$ cat src/hw/rtl/clde_pkg.sv
// clde_pkg: shared types, key codes, reset values and the segment decoder
// for the clock digit editor display unit; no dependencies
package clde_pkg;

    localparam int NUM_DIGITS           = 6;
    localparam int FRAMES_PER_PHASE_DEF = 10;
    localparam int CURSOR_W             = 3;

    // request operations
    localparam logic OP_KEY  = 1'b0;
    localparam logic OP_SCAN = 1'b1;

    // active-low key codes
    localparam logic [7:0] KEY_RIGHT = 8'hfe;
    localparam logic [7:0] KEY_EDIT  = 8'hfd;
    localparam logic [7:0] KEY_UP    = 8'hfb;
    localparam logic [7:0] KEY_DOWN  = 8'hf7;

    // digit positions
    localparam logic [CURSOR_W-1:0] POS_HOUR_TENS   = 3'd0;
    localparam logic [CURSOR_W-1:0] POS_HOUR_ONES   = 3'd1;
    localparam logic [CURSOR_W-1:0] POS_MINUTE_TENS = 3'd2;
    localparam logic [CURSOR_W-1:0] POS_MINUTE_ONES = 3'd3;
    localparam logic [CURSOR_W-1:0] POS_SECOND_TENS = 3'd4;
    localparam logic [CURSOR_W-1:0] POS_SECOND_ONES = 3'd5;
    localparam logic [CURSOR_W-1:0] POS_LAST        = CURSOR_W'(NUM_DIGITS - 1);

    localparam logic [7:0] SEL_OFF   = 8'hff;
    localparam logic [7:0] SEG_BLANK = 8'h00;
    localparam logic [7:0] SEG_DP    = 8'h80;

    typedef struct packed {
        logic       operation;
        logic [7:0] key_code;
    } t_in_req;

    typedef struct packed {
        logic [7:0]          digit_select;
        logic [7:0]          segments;
        logic [1:0]          hour_tens;
        logic [3:0]          hour_ones;
        logic [2:0]          minute_tens;
        logic [3:0]          minute_ones;
        logic [2:0]          second_tens;
        logic [3:0]          second_ones;
        logic [CURSOR_W-1:0] cursor_position;
        logic                edit_mode;
    } t_out_rsp;

    typedef struct packed {
        logic [1:0] hour_tens;
        logic [3:0] hour_ones;
        logic [2:0] minute_tens;
        logic [3:0] minute_ones;
        logic [2:0] second_tens;
        logic [3:0] second_ones;
    } t_time;

    typedef struct packed {
        t_time               digits;
        logic [CURSOR_W-1:0] cursor;
        logic                edit;
    } t_clock_state;

    localparam t_time TIME_RESET = '{
        hour_tens:   2'd2,
        hour_ones:   4'd3,
        minute_tens: 3'd5,
        minute_ones: 4'd9,
        second_tens: 3'd5,
        second_ones: 4'd0
    };

    function automatic logic [7:0] seg_pattern(input logic [3:0] value);
        logic [7:0] pat;
        case (value)
            4'd0: pat = 8'h3f;
            4'd1: pat = 8'h06;
            4'd2: pat = 8'h5b;
            4'd3: pat = 8'h4f;
            4'd4: pat = 8'h66;
            4'd5: pat = 8'h6d;
            4'd6: pat = 8'h7d;
            4'd7: pat = 8'h07;
            4'd8: pat = 8'h7f;
            4'd9: pat = 8'h6f;
            default: pat = SEG_BLANK;
        endcase
        return pat;
    endfunction

endpackage

$ cat src/hw/rtl/clock_digit_editor_display_unit.sv
// clock_digit_editor_display_unit: top level with request and response registers
// depends on clde_pkg, clde_key_ctrl, clde_scan_ctrl
//
//  channel   valid         stall         payload
//  request   i_in_valid    o_in_stall    i_in_req  (clde_pkg::t_in_req)
//  response  o_out_valid   i_out_stall   o_out_rsp (clde_pkg::t_out_rsp)
//
// one request per cycle while the response is not stalled; a taken request passes the
// request register, then one pass of key/scan logic into the response register
// reset restores 23:59:50, cursor 0, edit off, scan position and frame count 0
// a stalled response holds the pipeline; the request register still takes one more
// request while the response waits
module clock_digit_editor_display_unit #(
    parameter int FRAMES_PER_PHASE = clde_pkg::FRAMES_PER_PHASE_DEF
) (
    input  logic               i_clk,
    input  logic               i_rst_n,
    input  logic               i_in_valid,
    input  clde_pkg::t_in_req  i_in_req,
    output logic               o_in_stall,
    output logic               o_out_valid,
    output clde_pkg::t_out_rsp o_out_rsp,
    input  logic               i_out_stall
);

    logic                   r_in_valid;
    clde_pkg::t_in_req      r_in_req;
    logic                   r_out_valid;
    clde_pkg::t_out_rsp     r_out_rsp;
    clde_pkg::t_out_rsp     n_out_rsp;
    logic                   advance;
    logic                   fire;
    clde_pkg::t_clock_state cur_state;
    clde_pkg::t_clock_state nxt_state;
    logic [7:0]             scan_sel;
    logic [7:0]             scan_seg;

    assign advance    = !r_out_valid || !i_out_stall;
    assign fire       = r_in_valid && advance;
    assign o_in_stall = r_in_valid && !advance;

    clde_key_ctrl u_key_ctrl (
        .i_clk        (i_clk),
        .i_rst_n      (i_rst_n),
        .i_fire       (fire),
        .i_req        (r_in_req),
        .o_state      (cur_state),
        .o_next_state (nxt_state)
    );

    clde_scan_ctrl #(
        .FRAMES_PER_PHASE (FRAMES_PER_PHASE)
    ) u_scan_ctrl (
        .i_clk          (i_clk),
        .i_rst_n        (i_rst_n),
        .i_fire         (fire),
        .i_req          (r_in_req),
        .i_state        (cur_state),
        .o_digit_select (scan_sel),
        .o_segments     (scan_seg)
    );

    always_comb begin
        n_out_rsp.hour_tens       = nxt_state.digits.hour_tens;
        n_out_rsp.hour_ones       = nxt_state.digits.hour_ones;
        n_out_rsp.minute_tens     = nxt_state.digits.minute_tens;
        n_out_rsp.minute_ones     = nxt_state.digits.minute_ones;
        n_out_rsp.second_tens     = nxt_state.digits.second_tens;
        n_out_rsp.second_ones     = nxt_state.digits.second_ones;
        n_out_rsp.cursor_position = nxt_state.cursor;
        n_out_rsp.edit_mode       = nxt_state.edit;
        if (r_in_req.operation == clde_pkg::OP_SCAN) begin
            n_out_rsp.digit_select = scan_sel;
            n_out_rsp.segments     = scan_seg;
        end else begin
            n_out_rsp.digit_select = clde_pkg::SEL_OFF;
            n_out_rsp.segments     = clde_pkg::SEG_BLANK;
        end
    end

    // request register
    always_ff @(posedge i_clk) begin
        if (!i_rst_n) begin
            r_in_valid <= 1'b0;
        end else if (!o_in_stall) begin
            r_in_valid <= i_in_valid;
        end
    end

    always_ff @(posedge i_clk) begin
        if (!o_in_stall && i_in_valid) begin
            r_in_req <= i_in_req;
        end
    end

    // response register
    always_ff @(posedge i_clk) begin
        if (!i_rst_n) begin
            r_out_valid <= 1'b0;
        end else if (advance) begin
            r_out_valid <= fire;
        end
    end

    always_ff @(posedge i_clk) begin
        if (fire) begin
            r_out_rsp <= n_out_rsp;
        end
    end

    assign o_out_valid = r_out_valid;
    assign o_out_rsp   = r_out_rsp;

endmodule

$ cat src/hw/rtl/clde_key_ctrl.sv
// clde_key_ctrl: time digits, cursor and edit flag, updated by key requests
// depends on clde_pkg
module clde_key_ctrl (
    input  logic                  i_clk,
    input  logic                  i_rst_n,
    input  logic                  i_fire,
    input  clde_pkg::t_in_req     i_req,
    output clde_pkg::t_clock_state o_state,
    output clde_pkg::t_clock_state o_next_state
);

    clde_pkg::t_clock_state r_state;
    clde_pkg::t_clock_state n_state;

    function automatic clde_pkg::t_time adv_hour(input clde_pkg::t_time t);
        clde_pkg::t_time v;
        v = t;
        if (t.hour_tens <= 2'd1) begin
            if (t.hour_ones >= 4'd9) begin
                v.hour_ones = 4'd0;
                v.hour_tens = t.hour_tens + 2'd1;
            end else begin
                v.hour_ones = t.hour_ones + 4'd1;
            end
        end else if (t.hour_tens == 2'd2) begin
            if (t.hour_ones >= 4'd3) begin
                v.hour_ones = 4'd0;
                v.hour_tens = 2'd0;
            end else begin
                v.hour_ones = t.hour_ones + 4'd1;
            end
        end
        return v;
    endfunction

    function automatic clde_pkg::t_time adv_minute(input clde_pkg::t_time t);
        clde_pkg::t_time v;
        v = t;
        if (t.minute_ones >= 4'd9) begin
            v.minute_ones = 4'd0;
            if (t.minute_tens >= 3'd5) begin
                v.minute_tens = 3'd0;
                v = adv_hour(v);
            end else begin
                v.minute_tens = t.minute_tens + 3'd1;
            end
        end else begin
            v.minute_ones = t.minute_ones + 4'd1;
        end
        return v;
    endfunction

    function automatic clde_pkg::t_time inc_digit(
        input clde_pkg::t_time                     t,
        input logic [clde_pkg::CURSOR_W-1:0]       pos
    );
        clde_pkg::t_time v;
        v = t;
        case (pos)
            clde_pkg::POS_HOUR_TENS: begin
                v.hour_tens = (t.hour_tens >= 2'd2) ? 2'd0 : t.hour_tens + 2'd1;
            end
            clde_pkg::POS_HOUR_ONES: begin
                v = adv_hour(t);
            end
            clde_pkg::POS_MINUTE_TENS: begin
                v.minute_tens = (t.minute_tens >= 3'd5) ? 3'd0 : t.minute_tens + 3'd1;
            end
            clde_pkg::POS_MINUTE_ONES: begin
                v = adv_minute(t);
            end
            clde_pkg::POS_SECOND_TENS: begin
                v.second_tens = (t.second_tens >= 3'd5) ? 3'd0 : t.second_tens + 3'd1;
            end
            clde_pkg::POS_SECOND_ONES: begin
                if (t.second_ones >= 4'd9) begin
                    v.second_ones = 4'd0;
                    if (t.second_tens >= 3'd5) begin
                        v.second_tens = 3'd0;
                        v = adv_minute(v);
                    end else begin
                        v.second_tens = t.second_tens + 3'd1;
                    end
                end else begin
                    v.second_ones = t.second_ones + 4'd1;
                end
            end
            default: begin
                v = t;
            end
        endcase
        return v;
    endfunction

    function automatic clde_pkg::t_time dec_digit(
        input clde_pkg::t_time                     t,
        input logic [clde_pkg::CURSOR_W-1:0]       pos
    );
        clde_pkg::t_time v;
        v = t;
        case (pos)
            clde_pkg::POS_HOUR_TENS: begin
                if (t.hour_tens != 2'd0) v.hour_tens = t.hour_tens - 2'd1;
            end
            clde_pkg::POS_HOUR_ONES: begin
                if (t.hour_ones != 4'd0) v.hour_ones = t.hour_ones - 4'd1;
            end
            clde_pkg::POS_MINUTE_TENS: begin
                if (t.minute_tens != 3'd0) v.minute_tens = t.minute_tens - 3'd1;
            end
            clde_pkg::POS_MINUTE_ONES: begin
                if (t.minute_ones != 4'd0) v.minute_ones = t.minute_ones - 4'd1;
            end
            clde_pkg::POS_SECOND_TENS: begin
                if (t.second_tens != 3'd0) v.second_tens = t.second_tens - 3'd1;
            end
            clde_pkg::POS_SECOND_ONES: begin
                if (t.second_ones != 4'd0) v.second_ones = t.second_ones - 4'd1;
            end
            default: begin
                v = t;
            end
        endcase
        return v;
    endfunction

    always_comb begin
        n_state = r_state;
        if (i_fire && (i_req.operation == clde_pkg::OP_KEY)) begin
            if (i_req.key_code == clde_pkg::KEY_EDIT) begin
                n_state.edit = ~r_state.edit;
            end else if (r_state.edit) begin
                case (i_req.key_code)
                    clde_pkg::KEY_RIGHT: begin
                        n_state.cursor = (r_state.cursor >= clde_pkg::POS_LAST)
                                       ? '0 : r_state.cursor + 3'd1;
                    end
                    clde_pkg::KEY_UP: begin
                        n_state.digits = inc_digit(r_state.digits, r_state.cursor);
                    end
                    clde_pkg::KEY_DOWN: begin
                        n_state.digits = dec_digit(r_state.digits, r_state.cursor);
                    end
                    default: begin
                        n_state = r_state;
                    end
                endcase
            end
        end
    end

    always_ff @(posedge i_clk) begin
        if (!i_rst_n) begin
            r_state.digits <= clde_pkg::TIME_RESET;
            r_state.cursor <= '0;
            r_state.edit   <= 1'b0;
        end else begin
            r_state <= n_state;
        end
    end

    assign o_state      = r_state;
    assign o_next_state = n_state;

endmodule

$ cat src/hw/rtl/clde_scan_ctrl.sv
// clde_scan_ctrl: scan position, blink frame counter and digit/segment drive
// depends on clde_pkg
module clde_scan_ctrl #(
    parameter int FRAMES_PER_PHASE = clde_pkg::FRAMES_PER_PHASE_DEF
) (
    input  logic                   i_clk,
    input  logic                   i_rst_n,
    input  logic                   i_fire,
    input  clde_pkg::t_in_req      i_req,
    input  clde_pkg::t_clock_state i_state,
    output logic [7:0]             o_digit_select,
    output logic [7:0]             o_segments
);

    localparam int CNT_W = $clog2(2 * FRAMES_PER_PHASE);
    localparam logic [CNT_W-1:0] CNT_PHASE = CNT_W'(FRAMES_PER_PHASE);
    localparam logic [CNT_W-1:0] CNT_LAST  = CNT_W'(2 * FRAMES_PER_PHASE - 1);

    logic [CNT_W-1:0]              r_frame_cnt;
    logic [CNT_W-1:0]              n_frame_cnt;
    logic [clde_pkg::CURSOR_W-1:0] r_scan_pos;
    logic [clde_pkg::CURSOR_W-1:0] n_scan_pos;
    logic                          blink;
    logic                          blank;
    logic [3:0]                    digit_val;
    logic [7:0]                    pat;

    assign blink = (r_frame_cnt >= CNT_PHASE);
    assign blank = i_state.edit && blink && (r_scan_pos == i_state.cursor);

    always_comb begin
        case (r_scan_pos)
            clde_pkg::POS_HOUR_TENS:   digit_val = {2'b00, i_state.digits.hour_tens};
            clde_pkg::POS_HOUR_ONES:   digit_val = i_state.digits.hour_ones;
            clde_pkg::POS_MINUTE_TENS: digit_val = {1'b0, i_state.digits.minute_tens};
            clde_pkg::POS_MINUTE_ONES: digit_val = i_state.digits.minute_ones;
            clde_pkg::POS_SECOND_TENS: digit_val = {1'b0, i_state.digits.second_tens};
            clde_pkg::POS_SECOND_ONES: digit_val = i_state.digits.second_ones;
            default:                   digit_val = 4'd0;
        endcase
    end

    always_comb begin
        pat = clde_pkg::seg_pattern(digit_val);
        if ((r_scan_pos == clde_pkg::POS_HOUR_ONES)
                || (r_scan_pos == clde_pkg::POS_MINUTE_ONES)) begin
            pat = pat | clde_pkg::SEG_DP;
        end
    end

    assign o_digit_select = blank ? clde_pkg::SEL_OFF : ~(8'd1 << r_scan_pos);
    assign o_segments     = blank ? clde_pkg::SEG_BLANK : pat;

    always_comb begin
        n_scan_pos  = r_scan_pos;
        n_frame_cnt = r_frame_cnt;
        if (i_fire && (i_req.operation == clde_pkg::OP_SCAN)) begin
            if (r_scan_pos >= clde_pkg::POS_LAST) begin
                n_scan_pos  = '0;
                n_frame_cnt = (r_frame_cnt >= CNT_LAST) ? '0 : r_frame_cnt + CNT_W'(1);
            end else begin
                n_scan_pos = r_scan_pos + 3'd1;
            end
        end
    end

    always_ff @(posedge i_clk) begin
        if (!i_rst_n) begin
            r_scan_pos  <= '0;
            r_frame_cnt <= '0;
        end else begin
            r_scan_pos  <= n_scan_pos;
            r_frame_cnt <= n_frame_cnt;
        end
    end

endmodule

$ cat config.mk
export PLATFORM = sky130hd
export DESIGN_NAME = clock_digit_editor_display_unit
export DESIGN_NICKNAME = d
export VERILOG_FILES = /design/src/hw/rtl/clde_pkg.sv /design/src/hw/rtl/clock_digit_editor_display_unit.sv /design/src/hw/rtl/clde_key_ctrl.sv /design/src/hw/rtl/clde_scan_ctrl.sv
export SDC_FILE = /design/constraint.sdc
export NUM_CORES = 1
export LEC_CHECK = 0
export ABC_AREA = 1
export BUFFER_PORTS_ARGS = -buffer_cell sky130_fd_sc_hd__buf_2
export CAP_MARGIN = 10
export CORE_MARGIN = 8
export CORE_UTILIZATION = 30
export CTS_CLUSTER_DIAMETER = 150
export CTS_CLUSTER_SIZE = 40
export DETAILED_ROUTE_END_ITERATION = 16
export PLACE_DENSITY = 0.45
export SYNTH_ARGS = -nofsm -noshare
export SYNTH_HDL_FRONTEND = slang
export SYNTH_SLANG_ARGS = --single-unit
$ cat constraint.sdc
create_clock -name i_clk -period 3.35 [get_ports i_clk]
set_clock_uncertainty 0.1 [all_clocks]
set_input_delay 0.1675 -clock i_clk [delete_from_list [all_inputs] [get_ports i_clk]]
set_output_delay 0.1675 -clock i_clk [all_outputs]
set_load 0.02 [all_outputs]
==> results.ini, run 1 <==
[yosys]
synth_ff_type = edfxtp_1
synth_top_cell_by_area = edfxtp_1
yosys-top-cells-area = edfxtp_1 (28%), dfxtp_1 (13%), nand2_1 (13%)
syn_avg_cell_area_um2 = 7.69
synth_warnings = 0
synthCells = 694
synth-edff-count = 49
yosys.area.top_type_share_pct = 27.6
synth_seq_area_share_pct = 40.3
netlist_area_um2 = 5340
synth-seq-cells = 83
synthDistinctLibCells = 44
synth_fp_nets = 749
async_flop_share_pct = 0

[power]
p_clk_share_pct = 41.9
finalPower_mw = 2.20
sequentialPowerShare_pct = 50.7
net-switching-power_mw = 0.538
p_comb_share_pct = 7.4
switching_share_pct = 24.4
power.density_cell_area_nw_per_um2 = 354
ir_drop_mv = 0.226
intPower_mw = 1.67
leakage_nw = 2.78

[timing]
finalHoldViolCount = 0
hold_slack_ps = 44.2
finalSetupViolCount = 0
setup_tns_ps = 0
fmax_mhz = 388
slew_headroom_pct = 41.1
period_needed_ps = 2570
rsz0062_at_grt = false
worst_pin_slew_ps = 883
maxSlewViolCount = 0
timing.final.ws_setup_ps = 775
fin_crit_sh_pct = 76.9

[routing]
drc_errors = 0
wl_per_cell_um = 15.9
via_per_inst = 4.90
firstDrtPassIters = 7
wirelength_um = 15700
via_count = 4854
drtAntennaViolNets = 0
first_iter_violations = 354

[die]
die_w_um = 149
core_area_um2 = 17400
num_rows = 48
io-pin-count = 55
die_h_um = 149
dieArea_um2 = 22300
start_util_pct = 30.8

[setup_path]
crit_required_ps = 3440
critPathCaptureType = flip-flop
worstPathCellList = inv_1 -> ha_1 -> nand2_1 -> inv_1 -> nand2_1 -> o221ai_1 -> nor3_2 -> inv_1 -> ha_1 -> nor2_1 -> o21ai_0 -> a21oi_1
start_kind = flip-flop
critPathArrivalTime_ps = 2670
max_stage_delay_ps = 390
critPathKind = reg2reg
reg2reg_slack_ps = 780
slowest_stage = dfxtp_1
crit_fanout = 6
crit_top_cell = inv_1

[global_route]
grt_max_degree = 42
grt_pass1_wl_um = 25000
grt.total_usage_pct = 14.5
grt_antenna_before_repair = 0
grt_overflow = 0
grt_pass1_vias = 4611

[clock_network]
post-cts-setup-buffer-count = 0
root_buffer = clkbuf_16
clk_pin_slew_worst_paths_ps = 70
cts_num_sinks = 83
clock_latency_ps = 340
cts_buffer_depth = 2
numCtsBuffers = 9
htree_levels = 3
cts_tree = built

[placed_design]
gp_congestion = 0.905
port_buffers = 54
dp_hpwl_um = 11700
pre_cts_ws_ps = 794

[final_layout]
layout.nets = 815
diodes = 0
post-route-util_pct = 35.9
drive_above_1_share_pct = 14.0
syn2layout_area_growth_pct = 16.6

[status]
status = completed

[run]
drv_cap = 0

[hold_path]
worstHoldPathType = in2reg

[synthesized netlist by cell type (3+ instances only)]
| cell | instances |
|---|---|
| nand2_4 | 3 |
| nor2_1 | 48 |
| dfxtp_1 | 34 |
| edfxtp_1 | 49 |
| nand2_2 | 3 |
| nand4_1 | 14 |
| nor3_1 | 10 |
| o21ai_1 | 6 |
| a31oi_1 | 4 |
| o211ai_1 | 10 |
| nand2_1 | 181 |
| buf_2 | 5 |
| inv_2 | 11 |
| xor2_1 | 5 |
| nand3_2 | 3 |
| ha_1 | 42 |
| o22ai_1 | 6 |
| clkbuf_1 | 4 |
| nand3_1 | 40 |
| nor2_4 | 3 |
| nor2_2 | 3 |
| o21ai_0 | 39 |
| buf_4 | 5 |
| a21oi_1 | 51 |
| inv_1 | 88 |
[cells in the final DEF (no fill, tap or decap), types with 2 or more instances in the layout]
master,n
dlygate4sd3_1,10
clkinvlp_4,2
a211oi_1,2
nand2_2,3
or2_1,2
a31oi_1,4
inv_1,88
buf_4,6
nand3_1,40
dfxtp_1,34
nor2_2,3
nand3_2,3
o22ai_1,6
nor2_1,48
clkbuf_16,9
nand3b_1,2
edfxtp_1,49
a22oi_1,2
buf_2,54
clkbuf_1,2
o21ai_1,6
xor2_1,5
nor2_4,3
nand4_1,14
o211ai_1,10
o21ai_0,39
nand2_1,181
ha_1,42
nor3_2,2
nor4_1,2
o221ai_1,2
nor3_1,10
inv_2,11
a21oi_1,51
nand2_4,3
[flip-flops by register name (all words and copies together), names as in the netlist]
register	cells
u_scan_ctrl.r_frame_cnt	5
r_in_valid	1
o_out_rsp	40
r_in_req	9
o_out_valid	1
u_key_ctrl.o_state	24
u_scan_ctrl.r_scan_pos	3
[power groups by stage]
stage | registers [mW] | logic, mW | clock network [mW]
5_1_grt | 1.12 | 0.186 | 0.997
3_3_place_gp | 1.14 | 0.157 | 0
2_1_floorplan | 1.16 | 0.0864 | 0
6_report | 1.12 | 0.164 | 0.922
3_5_place_dp | 1.14 | 0.158 | 0
4_1_cts | 1.12 | 0.167 | 0.958
[worst max-delay path, delay by kind of cell, from the launching register on]
kind / cells / cell delay [ps]
AND/OR/NAND/NOR: 4 / 670
adder cells (fa/ha/maj): 2 / 480
AO/OA/AOI/OAI: 3 / 380
buffers and inverters: 3 / 400
flip-flops: 1 / 390
[cell type report]
cell class	instances	area, µm²
tap	225	282
multi-input combinational	496	2730
sequential	83	2150
fill	1842	11100
clock buffer	11	233
inverter	100	375
clock inverter	5	37.5
timing repair buffer	70	415
[layer usage]
| layer | global-route usage, % | vias to the layer above | wire length, µm |
|---|---|---|---|
| li1 | - | 2434 | - |
| met1 | 18.4 | 2256 | 7200 |
| met2 | 23.4 | 144 | 7260 |
| met3 | 2.91 | 20 | 893 |
| met4 | 6.31 | 0 | 380 |
| met5 | 0 | - | 0 |
[metrics by stage]
step | cells | area [µm²]
floorplan | 694 | 5340
global placement | 964 | 5850
detailed placement | 964 | 5850
CTS | 990 | 6220
global route | 990 | 6220
finish | 990 | 6220
[path summary, 6_finish.rpt]
check | start | cells past startpoint | end
worst min-delay path | i_out_stall | 3 | o_out_valid$_SDFFE_PN0N_
worst max register to register | u_scan_ctrl.r_scan_pos[0]$_SDFFE_PN0P_ | 12 | o_out_rsp[29]$_SDFFCE_PP0P_
worst min register to register | u_scan_ctrl.r_frame_cnt[3]$_SDFFE_PN0P_ | 2 | u_scan_ctrl.r_frame_cnt[4]$_SDFFE_PN0P_
worst max-delay path | u_scan_ctrl.r_scan_pos[0]$_SDFFE_PN0P_ | 12 | o_out_rsp[29]$_SDFFCE_PP0P_
[repair_timing]
action | CTS | global route
hold buffers | 10 | 0
endpoints found under the setup margin | 0 | 0
hold endpoints to repair | 10 | 0
gates resized for setup | 0 | 0
[kinds of logic after synthesis]
family	Yosys count	share of synthesized area (%)
xor+xnor	6	0.985
flops	83	40.3
fa+ha+maj	42	9.85
simple gates	318	26.3
buf+inv	115	8.70
compound gates	130	13.8
Note: power is estimated with default switching activity, not from simulation.
==> inputs of run 2 (changes only) <==
--- a/config.mk
+++ b/config.mk
@@ -5,7 +5,7 @@
 export SDC_FILE = /design/constraint.sdc
 export NUM_CORES = 1
 export LEC_CHECK = 0
-export ABC_AREA = 1
+export ABC_AREA = 0
 export BUFFER_PORTS_ARGS = -buffer_cell sky130_fd_sc_hd__buf_2
 export CAP_MARGIN = 10
 export CORE_MARGIN = 8
==> constraint.sdc (replaced) <==
create_clock -name i_clk -period 2.7 [get_ports i_clk]
set_clock_uncertainty 0.1 [all_clocks]
set_input_delay 0.135 -clock i_clk [delete_from_list [all_inputs] [get_ports i_clk]]
set_output_delay 0.135 -clock i_clk [all_outputs]
set_load 0.02 [all_outputs]
==> run 2 against run 1 <==
Net effect:
- sequential share of layout area is 1.2 points lower
- design area is 3.8% higher
- die area is 1.1% lower
- hold slack worse by 20 ps
- via count is 4.1% lower
- critical path depth is 3 lower
- wire length is 1.0% higher
==> results.ini, run 2 <==
[setup_path]
cp_top_family = simple AND/OR/NAND/NOR gates
crit_fanout = 6  ; unchanged
r2r_start = u_key_ctrl.o_state[4]$_SDFF_PN0_
start_kind = flip-flop
crit_required_ps = 2830  ; -610 ps
worstPathCellList = inv_1 -> ha_1 -> or3b_1 -> buf_4 -> a21boi_4 -> nor2_2 -> a221o_1 -> a32o_2 -> or2_1
worst-path-buf-inv = 2  ; -1
max_stage_delay_ps = 450  ; +60 ps
critPathKind = reg2reg
critPathArrivalTime_ps = 2630  ; -40 ps
critPathCaptureType = flip-flop
critPathLaunch = u_key_ctrl.o_state[4]$_SDFF_PN0_
slowest_stage = or3b_1

[power]
p_comb_share_pct = 8.7  ; +1.3 points
switching_share_pct = 23.5  ; -0.90 points
power.density_cell_area_nw_per_um2 = 448  ; +26%
intPower_mw = 2.21  ; +33%
net-switching-power_mw = 0.680  ; +26%
finalPower_mw = 2.89  ; +31%
sequentialPowerShare_pct = 48.0  ; -2.7 points
ir_drop_mv = 0.265  ; +17%
p_clk_share_pct = 43.2  ; +1.3 points
leakage_nw = 2.52  ; -9.4%

[global_route]
grt_max_degree = 36  ; -14%
grt_overflow = 0  ; unchanged
grt_pass1_wl_um = 24800  ; -0.72%
grt_pass1_vias = 4380  ; -5.0%
grt_antenna_before_repair = 0  ; unchanged
grt.total_usage_pct = 14.4  ; -0.071 points

[timing]
worst_pin_slew_ps = 707  ; -176 ps
rsz0062_at_grt = false
setup_tns_ps = 0  ; unchanged
maxSlewViolCount = 0  ; unchanged
finalSetupViolCount = 0  ; unchanged
period_needed_ps = 2500  ; -74.9 ps
slew_headroom_pct = 52.8  ; +12 points
finalHoldViolCount = 0  ; unchanged
timing.final.ws_setup_ps = 200  ; -575 ps
fmax_mhz = 400  ; +3.0%
fin_crit_sh_pct = 92.6  ; +16 points
hold_slack_ps = 24.6  ; -19.6 ps

[routing]
drtAntennaViolNets = 0  ; unchanged
via_count = 4654  ; -4.1%
wl_per_cell_um = 17.8  ; +12%
firstDrtPassIters = 7  ; unchanged
drc_errors = 0  ; unchanged
first_iter_violations = 452  ; +28%
via_per_inst = 5.21  ; +6.2%
wirelength_um = 15900  ; +1.0%

[yosys]
synth-edff-count = 49  ; unchanged
post_synth_xor_area_fraction_pct = 1.50  ; +0.51 points
synth_seq_area_share_pct = 40.8  ; +0.51 points
yosys-top-cells-area = edfxtp_1 (28%), dfxtp_1 (13%), ha_1 (10%)
async_flop_share_pct = 0  ; unchanged
yosys.area.top_type_share_pct = 27.9  ; +0.35 points
synth_warnings = 0  ; unchanged
synthTopCellsByCount = edfxtp_1 (49), nor2_1 (49), ha_1 (42), nand2_1 (42), o21ai_0 (40)
synth_ff_type = edfxtp_1
synth_fp_nets = 625  ; -17%
synth-seq-cells = 83  ; unchanged
synthDistinctLibCells = 76  ; +73%
yosys.area_share.adder_pct = 9.97  ; +0.12 points
synth_top_family_by_area = compound AO/OA/AOI/OAI gates
synth_mux_area_share_pct = 2.30  ; +2.3 points
netlist_area_um2 = 5270  ; -1.2%
synth_top_cell_by_area = edfxtp_1
synth_compound_area_share_pct = 20.8  ; +7.0 points
syn_avg_cell_area_um2 = 9.25  ; +20%
synthCells = 570  ; -18%
yosys.area_share.simple_pct = 20.2  ; -6.2 points

[placed_design]
placed_area_um2 = 6050  ; +3.3%
pre_cts_ws_ps = 160  ; -634 ps
gp_congestion = 0.897  ; -0.95%
dp_hpwl_um = 11900  ; +2.1%
port_buffers = 54  ; unchanged

[die]
dieArea_um2 = 22100  ; -1.1%
die_w_um = 149  ; -0.56%
core_area_um2 = 17200  ; -0.69%
die_h_um = 149  ; -0.56%
num_rows = 48  ; unchanged
io-pin-count = 55  ; unchanged
start_util_pct = 30.6  ; -0.17 points

[clock_network]
numCtsBuffers = 9  ; unchanged
clk_pin_slew_worst_paths_ps = 70  ; about the same
clock_latency_ps = 350  ; about the same
cts_num_sinks = 83  ; unchanged
post-cts-setup-buffer-count = 0  ; unchanged
cts_tree = built
htree_levels = 3  ; unchanged
cts_buffer_depth = 2  ; unchanged
root_buffer = clkbuf_16

[run]
drv_cap = 0  ; unchanged

[final_layout]
diodes = 0  ; unchanged
drive_above_1_share_pct = 20.3  ; +6.3 points
fin_area_um2 = 6460  ; +3.8%
final_cell_mix = buf_2 (54), nor2_1 (49), edfxtp_1 (49)
final_common_cell = buf_2
layout.nets = 719  ; -12%
syn2layout_area_growth_pct = 22.5
largest_register_ffs = 40  ; unchanged

[hold_path]
hp-start = i_rst_n
worstHoldPathType = in2reg

[status]
status = completed

## run 2: cell types whose count changed in the layout (fill, tap and decap cells not counted), moves of 7 or more
cell / previous run / this run
a21oi_1: 51 / 36
a31oi_1: 4 / 11
and2_1: 0 / 16
buf_4: 6 / 42
inv_1: 88 / 31
inv_2: 11 / 0
mux2i_1: 0 / 11
nand2_1: 181 / 42
nand2b_1: 0 / 7
nand3_1: 40 / 19
nor2b_1: 0 / 7
nor3_1: 10 / 18
o211ai_1: 10 / 1
## run 2: cell type report
type / instances / area, µm²
Fill cell: 1738 / 10800
Multi-Input combinational cell: 430 / 2890
Sequential cell: 83 / 2150
Timing Repair Buffer: 108 / 716
Tap cell: 225 / 282
Clock buffer: 12 / 246
Inverter: 32 / 124
Clock inverter: 4 / 48.8
## run 2: cells by family (layout without fill, tap and decap cells)
logic type	after synthesis	count (layout)
AO/OA/AOI/OAI	161	161
XOR/XNOR	9	9
adder cells (fa/ha/maj)	42	42
buffers and inverters	57	156
flip-flops	83	83
multiplexers	12	12
AND/OR/NAND/NOR	206	206
## run 2: through the flow
| step | std cells | utilization, % |
|---|---|---|
| 5_1_grt | 894 | 37.5 |
| 3_5_place_dp | 867 | 35.1 |
| 2_1_floorplan | 570 | - |
| 4_1_cts | 894 | 37.4 |
| 6_report | 894 | 37.5 |
| 3_3_place_gp | 867 | 35.1 |
## run 2: final timing paths
path / slack (ps) / endpoint / depth (start not counted)
worst max-delay path: 200 / u_key_ctrl.o_state[8]$_SDFF_PN1_ / 9
worst min-delay path: 20 / u_key_ctrl.o_state[17]$_SDFF_PN1_ / 2
worst max register to register: 200 / u_key_ctrl.o_state[8]$_SDFF_PN1_ / 9
worst min register to register: 400 / o_out_valid$_SDFFE_PN0N_ / 2
## run 2: power groups by stage
stage,Combinational (mW),Clock (mW),Sequential (mW)
after floorplan,0.129,0,1.44
after global placement,0.242,0,1.42
after detailed placement,0.243,0,1.42
after CTS,0.256,1.29,1.39
after global routing,0.283,1.34,1.39
final,0.253,1.25,1.39
## run 2: layer usage
layer | wire, µm | vias to the layer above | GRT usage, %
met3 | 743 | 28 | 3.01
met4 | 427 | 0 | 7.09
li1 | - | 2302 | -
met5 | 0 | - | 0
met2 | 7100 | 116 | 22.0
met1 | 7630 | 2208 | 19.0
## run 2: repair_timing
action	CTS	global route
endpoints found under the hold margin	11	0
setup endpoints to repair	0	6
hold buffers	11	0
gates resized for setup	0	4
